## config.mk

```make
export PLATFORM = sky130hd
export DESIGN_NAME = array_set_table
export DESIGN_NICKNAME = d
export VERILOG_FILES = /design/src/ast_pkg.sv /design/src/ast_dp.sv /design/src/ast_ctrl.sv /design/src/array_set_table.sv
export VERILOG_INCLUDE_DIRS = /design/src /design/src/src
export SDC_FILE = /design/constraint.sdc
export NUM_CORES = 2
export LEC_CHECK = 0
export CAP_MARGIN = 5
export CORE_UTILIZATION = 47
export CTS_CLUSTER_DIAMETER = 150
export DETAILED_ROUTE_END_ITERATION = 12
export DONT_BUFFER_PORTS = 1
export GPL_TIMING_DRIVEN = 0
export MAX_ROUTING_LAYER = met4
export SLEW_MARGIN = 25
export SYNTH_ARGS = -nofsm -noshare
export SYNTH_HDL_FRONTEND = slang
export SYNTH_SLANG_ARGS = --single-unit
export TNS_END_PERCENT = 10
```

## constraint.sdc

```tcl
create_clock -name i_clk -period 12 [get_ports i_clk]
set_clock_uncertainty 0.15 [all_clocks]
set_input_delay 1.2 -clock i_clk [delete_from_list [all_inputs] [get_ports i_clk]]
set_output_delay 1.2 -clock i_clk [all_outputs]
set_load 0.005 [all_outputs]
```

## src/assert_macros.svh

```systemverilog
// Assertion macros shared by the array set table RTL.
// Depends on a clock named i_clk and an active-low reset named i_rst_n in scope.
`ifndef ASSERT_MACROS_SVH
`define ASSERT_MACROS_SVH

// Check a property at each rising clock edge, ignored while reset is low.
`define AST_ASSERT(lbl, prop, msg) \
    lbl: assert property (@(posedge i_clk) disable iff (!i_rst_n) prop) else $error(msg);

// Check a property at each rising clock edge, reset included.
`define AST_ASSERT_ALWAYS(lbl, prop, msg) \
    lbl: assert property (@(posedge i_clk) prop) else $error(msg);

`endif

```

## src/ast_pkg.sv

```systemverilog
// Shared types and constants for the array set table.
// No dependencies.
package ast_pkg;

    localparam int CAPACITY = 128;
    localparam int IDX_W    = (CAPACITY > 1) ? $clog2(CAPACITY) : 1;
    localparam int CNT_W    = $clog2(CAPACITY + 1);
    localparam int DATA_W   = 32;
    localparam int POS_W    = 7;
    localparam int OCC_W    = 8;

    localparam logic [1:0] ACT_INSERT = 2'd0;
    localparam logic [1:0] ACT_SEARCH = 2'd1;
    localparam logic [1:0] ACT_REMOVE = 2'd2;

    localparam logic [2:0] STAT_INSERTED = 3'd0;
    localparam logic [2:0] STAT_PRESENT  = 3'd1;
    localparam logic [2:0] STAT_FULL     = 3'd2;
    localparam logic [2:0] STAT_FOUND    = 3'd3;
    localparam logic [2:0] STAT_ABSENT   = 3'd4;
    localparam logic [2:0] STAT_REMOVED  = 3'd5;

    typedef struct packed {
        logic [1:0]               action;
        logic signed [DATA_W-1:0] element;
    } t_in;

    typedef struct packed {
        logic [2:0]       status;
        logic [POS_W-1:0] position;
        logic [OCC_W-1:0] occupancy;
    } t_out;

    typedef enum logic [1:0] {
        ST_IDLE,
        ST_SCAN,
        ST_SHIFT,
        ST_DONE
    } t_state;

    typedef enum logic [1:0] {
        POS_ZERO,
        POS_HIT,
        POS_COUNT
    } t_pos_sel;

    // Controller to datapath
    typedef struct packed {
        logic       load;       // capture request, restart the walk
        logic       walk;       // issue next entry read
        logic       shift;      // write each returned entry one place down
        logic       ins;        // append value at the count, bump count
        logic       dec;        // drop count by one
        logic       res_load;   // latch result status and position
        logic [2:0] res_status;
        t_pos_sel   pos_sel;
        logic       publish;    // move result to the output register
    } t_cmd;

    // Datapath to controller
    typedef struct packed {
        logic hit;       // returned entry matches the value
        logic walk_end;  // every valid entry has been returned
        logic full;      // count has reached capacity
    } t_sts;

endpackage

```

## src/ast_dp.sv

```systemverilog
// Datapath of the array set table: entry memory, count, walk pointer, result.
// Depends on ast_pkg and assert_macros.svh.
`include "assert_macros.svh"

module ast_dp (
    input  logic          i_clk,
    input  logic          i_rst_n,
    input  ast_pkg::t_in  i_req,
    input  ast_pkg::t_cmd i_cmd,
    output ast_pkg::t_sts o_sts,
    output ast_pkg::t_out o_out
);
    import ast_pkg::*;

    logic [DATA_W-1:0] r_mem [CAPACITY];
    logic [DATA_W-1:0] r_rd_data;
    logic [DATA_W-1:0] r_value;
    logic [CNT_W-1:0]  r_count;
    logic [CNT_W-1:0]  r_ptr;
    logic              r_rd_vld;
    logic [IDX_W-1:0]  r_rd_idx;
    logic [2:0]        r_status;
    logic [IDX_W-1:0]  r_pos;
    t_out              r_out;

    logic              issue;
    logic [IDX_W-1:0]  rd_addr;
    logic              wr_en;
    logic [IDX_W-1:0]  wr_addr;
    logic [DATA_W-1:0] wr_data;

    always_comb begin
        issue   = i_cmd.walk && (r_ptr < r_count);
        rd_addr = r_ptr[IDX_W-1:0];
        wr_en   = i_cmd.ins || (i_cmd.shift && r_rd_vld);
        wr_addr = i_cmd.ins ? r_count[IDX_W-1:0] : (r_rd_idx - 1'b1);
        wr_data = i_cmd.ins ? r_value : r_rd_data;
    end

    always_comb begin
        o_sts.hit      = r_rd_vld && (r_rd_data == r_value);
        o_sts.walk_end = !r_rd_vld && (r_ptr >= r_count);
        o_sts.full     = (r_count >= CNT_W'(CAPACITY));
    end

    // single write port, single registered read port
    always_ff @(posedge i_clk) begin
        if (wr_en) begin
            r_mem[wr_addr] <= wr_data;
        end
        if (issue) begin
            r_rd_data <= r_mem[rd_addr];
        end
    end

    always_ff @(posedge i_clk) begin
        if (!i_rst_n) begin
            r_count  <= '0;
            r_ptr    <= '0;
            r_rd_vld <= 1'b0;
        end else begin
            if (i_cmd.load) begin
                r_ptr    <= '0;
                r_rd_vld <= 1'b0;
            end else if (i_cmd.walk) begin
                r_rd_vld <= issue;
                if (issue) begin
                    r_ptr <= r_ptr + 1'b1;
                end
            end
            if (i_cmd.ins) begin
                r_count <= r_count + 1'b1;
            end else if (i_cmd.dec) begin
                r_count <= r_count - 1'b1;
            end
        end
    end

    always_ff @(posedge i_clk) begin
        if (i_cmd.load) begin
            r_value <= i_req.element;
        end
        if (issue) begin
            r_rd_idx <= rd_addr;
        end
        if (i_cmd.res_load) begin
            r_status <= i_cmd.res_status;
            case (i_cmd.pos_sel)
                POS_HIT:   r_pos <= r_rd_idx;
                POS_COUNT: r_pos <= r_count[IDX_W-1:0];
                default:   r_pos <= '0;
            endcase
        end
        if (i_cmd.publish) begin
            r_out.status    <= r_status;
            r_out.position  <= POS_W'(r_pos);
            r_out.occupancy <= OCC_W'(r_count);
        end
    end

    assign o_out = r_out;

    `AST_ASSERT(a_count_max, r_count <= CNT_W'(CAPACITY), "entry count above capacity")
    `AST_ASSERT(a_shift_idx, (i_cmd.shift && r_rd_vld) |-> (r_rd_idx != '0), "shift write below entry 0")
    `AST_ASSERT(a_ins_count, i_cmd.ins |=> (r_count == $past(r_count) + 1'b1), "insert lost count")

endmodule

```

## src/ast_ctrl.sv

```systemverilog
// Controller state machine of the array set table: handshakes and datapath commands.
// Depends on ast_pkg and assert_macros.svh.
`include "assert_macros.svh"

module ast_ctrl (
    input  logic          i_clk,
    input  logic          i_rst_n,
    input  logic          i_in_valid,
    input  logic [1:0]    i_action,
    output logic          o_in_ready,
    output logic          o_out_valid,
    input  logic          i_out_ready,
    input  ast_pkg::t_sts i_sts,
    output ast_pkg::t_cmd o_cmd
);
    import ast_pkg::*;

    t_state     r_state;
    t_state     n_state;
    logic [1:0] r_action;
    logic       r_out_valid;
    logic       out_free;

    assign out_free = !r_out_valid || i_out_ready;

    always_comb begin
        n_state = r_state;
        unique case (r_state)
            ST_IDLE: begin
                if (i_in_valid) begin
                    case (i_action) inside
                        ACT_INSERT:             n_state = i_sts.full ? ST_DONE : ST_SCAN;
                        ACT_SEARCH, ACT_REMOVE: n_state = ST_SCAN;
                        default:                n_state = ST_DONE;
                    endcase
                end
            end
            ST_SCAN: begin
                if (i_sts.hit) begin
                    n_state = (r_action == ACT_REMOVE) ? ST_SHIFT : ST_DONE;
                end else if (i_sts.walk_end) begin
                    n_state = ST_DONE;
                end
            end
            ST_SHIFT: begin
                if (i_sts.walk_end) begin
                    n_state = ST_DONE;
                end
            end
            ST_DONE: begin
                if (out_free) begin
                    n_state = ST_IDLE;
                end
            end
            default: n_state = ST_IDLE;
        endcase
    end

    always_comb begin
        o_in_ready = 1'b0;
        o_cmd      = '0;
        o_cmd.pos_sel = POS_ZERO;
        unique case (r_state)
            ST_IDLE: begin
                o_in_ready = 1'b1;
                if (i_in_valid) begin
                    case (i_action) inside
                        ACT_INSERT: begin
                            if (i_sts.full) begin
                                o_cmd.res_load   = 1'b1;
                                o_cmd.res_status = STAT_FULL;
                            end else begin
                                o_cmd.load = 1'b1;
                            end
                        end
                        ACT_SEARCH, ACT_REMOVE: o_cmd.load = 1'b1;
                        default: begin
                            o_cmd.res_load   = 1'b1;
                            o_cmd.res_status = STAT_ABSENT;
                        end
                    endcase
                end
            end
            ST_SCAN: begin
                o_cmd.walk = 1'b1;
                if (i_sts.hit) begin
                    o_cmd.res_load = 1'b1;
                    o_cmd.pos_sel  = POS_HIT;
                    case (r_action)
                        ACT_INSERT: o_cmd.res_status = STAT_PRESENT;
                        ACT_SEARCH: o_cmd.res_status = STAT_FOUND;
                        default:    o_cmd.res_status = STAT_REMOVED;
                    endcase
                end else if (i_sts.walk_end) begin
                    o_cmd.res_load = 1'b1;
                    if (r_action == ACT_INSERT) begin
                        o_cmd.ins        = 1'b1;
                        o_cmd.res_status = STAT_INSERTED;
                        o_cmd.pos_sel    = POS_COUNT;
                    end else begin
                        o_cmd.res_status = STAT_ABSENT;
                    end
                end
            end
            ST_SHIFT: begin
                o_cmd.walk  = 1'b1;
                o_cmd.shift = 1'b1;
                o_cmd.dec   = i_sts.walk_end;
            end
            ST_DONE: begin
                o_cmd.publish = out_free;
            end
            default: ;
        endcase
    end

    always_ff @(posedge i_clk) begin
        if (!i_rst_n) begin
            r_state     <= ST_IDLE;
            r_out_valid <= 1'b0;
        end else begin
            r_state <= n_state;
            if (o_cmd.publish) begin
                r_out_valid <= 1'b1;
            end else if (i_out_ready) begin
                r_out_valid <= 1'b0;
            end
        end
    end

    always_ff @(posedge i_clk) begin
        if (r_state == ST_IDLE && i_in_valid) begin
            r_action <= i_action;
        end
    end

    assign o_out_valid = r_out_valid;

    `AST_ASSERT(a_publish_valid, o_cmd.publish |=> r_out_valid, "published result not valid")
    `AST_ASSERT(a_remove_shift, (r_state == ST_SCAN && i_sts.hit && r_action == ACT_REMOVE) |=> (r_state == ST_SHIFT), "found remove skipped compaction")

endmodule

```

## src/array_set_table.sv

```systemverilog
// Top level of the array set table: ties the controller to the datapath.
// Depends on ast_pkg, ast_ctrl and ast_dp.
//
//  channel | direction | handshake                  | payload
//  --------+-----------+----------------------------+-----------------------------
//  in      | input     | i_in_valid / o_in_ready    | i_in  (action, element)
//  out     | output    | o_out_valid / i_out_ready  | o_out (status, position, occupancy)
//
// One request at a time, walked one entry per cycle through the single registered read
// port. Reset is synchronous and clears the count and control only; the entries need no
// clearing pass. A stalled output holds its result while the next request is walked.
module array_set_table (
    input  logic          i_clk,
    input  logic          i_rst_n,
    input  logic          i_in_valid,
    output logic          o_in_ready,
    input  ast_pkg::t_in  i_in,
    output logic          o_out_valid,
    input  logic          i_out_ready,
    output ast_pkg::t_out o_out
);
    import ast_pkg::*;

    t_cmd cmd;
    t_sts sts;

    // Sequence each request: accept, scan, optional compaction, then transfer out.
    ast_ctrl u_ctrl (
        .i_clk       (i_clk),
        .i_rst_n     (i_rst_n),
        .i_in_valid  (i_in_valid),
        .i_action    (i_in.action),
        .o_in_ready  (o_in_ready),
        .o_out_valid (o_out_valid),
        .i_out_ready (i_out_ready),
        .i_sts       (sts),
        .o_cmd       (cmd)
    );

    // Hold the entries and count, compare each returned entry, build the result.
    ast_dp u_dp (
        .i_clk   (i_clk),
        .i_rst_n (i_rst_n),
        .i_req   (i_in),
        .i_cmd   (cmd),
        .o_sts   (sts),
        .o_out   (o_out)
    );

endmodule

```

==> flow_summary.yaml <==
yosys:
  synthesis.nets: 7073
  avgSynthCellArea_sq_um: 23.2
  synth.area.top_cells: "edfxtp_1 78%, mux4_2 16%, mux2i_1 1.2%"
  async_flop_share_pct: 0
  synth_seq_cells: 4217
  yosysTopAreaCellShare_pct: 77.5
  yosys.area.top_type: "edfxtp_1"
  syn_inst: 7008
  ys_seq_area_share_pct: 77.8
  yosysMostFrequentCell: "edfxtp_1"
  ys_warn_count: 0
  synthTopCellsByCount: "4197 x edfxtp_1, 1119 x mux4_2, 199 x mux2i_1"
  synth-main-ff-cell: "edfxtp_1"
  synth_area_sq_um: 163000
  yosys.cell_types.count: 75
  synth_edf_count: 4197
clocking:
  clkTransAtPathRegs_ps: 60
  cts_resized: 0
  cts_buffer_depth: 4
  cts_tree: "done"
  clkLatencyLatePin_ps: 1010
  ctsHoldBuffers: 0
  clock-sinks: 4217
  numCtsBuffers: 427
  clock-root-buffer: "clkbuf_16"
  post_cts_buffers: 0
  h-tree-depth: 5
placement:
  place.gp.congestion: 0.988
  io_buffers: 0
  dp_hpwl_mm: 464
die:
  start_util_pct: 47.3
  fp.coreArea_sq_um: 344000
  die_w_microns: 590
  dieArea_sq_um: 348000
  rows: 215
  fp.dieH_microns: 590
  io_pins: 58
critical_path:
  worstPathMaxFanout: 17
  path_class: "reg2reg"
  end_kind: "register"
  worstPathRequired_ps: 12780
  worst-r2r-setup-slack_ps: 4140
  crit_path_start_kind: "register"
  worstPathArrival_ps: 8640
route:
  vias: 90890
  drtPass1Iterations: 8
  ant_nets: 0
  wl_mm: 651
  avgRoutedWirePerCell_microns: 50.7
  drc_errors: 0
  drtIter0Drc: 19800
  vias_per_cell: 7.08
global_routing:
  grt_pass1_vias: 84117
  grt_pass1_wl_mm: 832
  grt_usage_pct: 38.4
  grt.overflow.total: 0
  grt_max_degree: 129
  antenna_found_initial: 70
sta:
  hold_violations: 0
  worst_slew_pin_slew_ps: 1290
  setup_viol_count_final: 0
  slew_headroom_pct: 13.4
  maxSlewViolCount: 0
  max_freq_mhz: 127
  rsz0062_at_grt: "false"
  min_period_ps: 7860
  finalCritPeriodShare_pct: 65.5
finish:
  final_layout_size_suffix_gt1_share_pct: 33.0
  synthToLayoutAreaGrowth_pct: 19.5
  final_core_util_pct: 56.5
  layout.nets: 7948
power_and_ir_drop:
  leakagePower_uw: 0.0603
  power_uw: 40200
  max-vdd-ir-drop_mv: 0.232
  power.density_nw_per_um2: 207
worst_hold_path:
  hp-class: "in2reg"
outcome:
  status: "finished clean"
flow_run:
  maxCapViolCount: 0
[sequential cells by signal, summed over array words and instances (netlist names)]
| signal | count |
|---|---|
| u_dp.r_pos | 7 |
| u_ctrl.r_state | 2 |
| u_dp.r_count | 8 |
| u_dp.r_rd_data | 32 |
| u_dp.r_value | 32 |
| u_dp.r_rd_idx | 7 |
| u_dp.r_status | 3 |
| u_ctrl.r_action | 2 |
| u_ctrl.o_out_valid | 1 |
| u_dp.r_mem | 4096 |
| u_dp.o_out | 18 |
| u_dp.r_ptr | 8 |
| u_dp.r_rd_vld | 1 |
[where the power goes]
group / switching (uW) / total (uW) / internal, uW
Sequential: 167 / 19100 / 19000
Combinational: 5700 / 7680 / 1980
Clock: 5800 / 13400 / 7570
Total: 11700 / 40200 / 28500
[worst max-delay path, stage by stage, from the launching register on]
cell and delay [ps]:
dfxtp_1 440, buf_6 240, buf_6 220, buf_6 220, buf_4 490, inv_2 430
buf_2 500, ha_1 390, nand2b_1 140, a21oi_1 130, o21ai_0 100, a21boi_1 220
or2_2 240, clkbuf_2 460, buf_2 750, ha_1 390, a21oi_1 200, a21boi_0 160
o21a_1 220, o41ai_1 610, mux2_2 430, or3_1 300, a21oi_1 150
[layout make-up]
class,instances,area (sq um)
diodes,48,120
clock buffers,535,11300
flip-flops and latches,4217,126000
plain buffers,367,2140
well taps,4557,5700
fillers,24758,149000
clock inverters,248,2460
inverters,35,134
repair buffers,446,10300
multi-input cells,2389,35600
[layout by cell type, fill, tap and decap left out, types with 36 or more instances in the layout]
| cell type | netlist | final |
|---|---|---|
| a21oi_1 | 107 | 102 |
| a22oi_1 | 102 | 95 |
| buf_12 | 0 | 201 |
| buf_16 | 0 | 217 |
| buf_2 | 114 | 141 |
| buf_4 | 85 | 96 |
| bufinv_16 | 0 | 42 |
| clkbuf_1 | 117 | 144 |
| clkbuf_16 | 0 | 435 |
| clkbuf_2 | 0 | 68 |
| clkinv_1 | 2 | 101 |
| clkinv_2 | 0 | 70 |
| diode_2 | 0 | 48 |
| edfxtp_1 | 4197 | 4197 |
| mux2i_1 | 199 | 197 |
| mux4_2 | 1119 | 1119 |
| nand2_1 | 126 | 126 |
| nor2_1 | 198 | 63 |
| nor2_4 | 0 | 131 |
| o21ai_0 | 39 | 36 |
| xor2_1 | 37 | 37 |
[path summary, 6_finish.rpt]
kind | startpoint | cells after the start | endpoint
worst max-delay path | u_dp.r_ptr[0]$_SDFFE_PP0P_ | 22 | u_dp.r_count[7]$_SDFFE_PN0P_
worst min-delay path | i_in[33] | 0 | u_ctrl.r_action[1]$_DFFE_PP_
worst min register to register | u_dp.r_status[1]$_DFFE_PP_ | 0 | u_dp.o_out[16]$_DFFE_PP_
worst max register to register | u_dp.r_ptr[0]$_SDFFE_PP0P_ | 22 | u_dp.r_count[7]$_SDFFE_PN0P_
[per-stage QoR]
stage	instances	setup TNS, ps	worst slack, ps	cell area [sq um]	hold WS, ps
3_3_place_gp	11565	-4890	-118	168000	257
2_1_floorplan	7008	0	7020	163000	250
3_5_place_dp	12008	0	4500	180000	257
5_1_grt	12835	0	3990	194000	135
4_1_cts	12791	0	4430	194000	98.8
6_report	12842	0	4140	194000	133
[routing by layer]
layer,vias up,GRT usage (%),part of all wire [%]
li1,31912,-,-
met1,48647,48.5,34
met2,8476,54.7,44
met3,1855,13.0,15
met4,0,21.4,7.1
met5,-,-,0
[cell families (layout without fill, tap and decap cells)]
logic type / Yosys count / after routing / synth area share [%]
fa+ha+maj: 27 / 27 / 0.212
other cells: 0 / 48 / 0
compound gates: 473 / 473 / 2.01
flops: 4217 / 4217 / 77.8
simple gates: 470 / 470 / 1.29
xor+xnor: 49 / 49 / 0.276
buf+inv: 402 / 1631 / 1.33
mux: 1370 / 1370 / 17.1
Note: power is estimated with default switching activity, not from simulation.
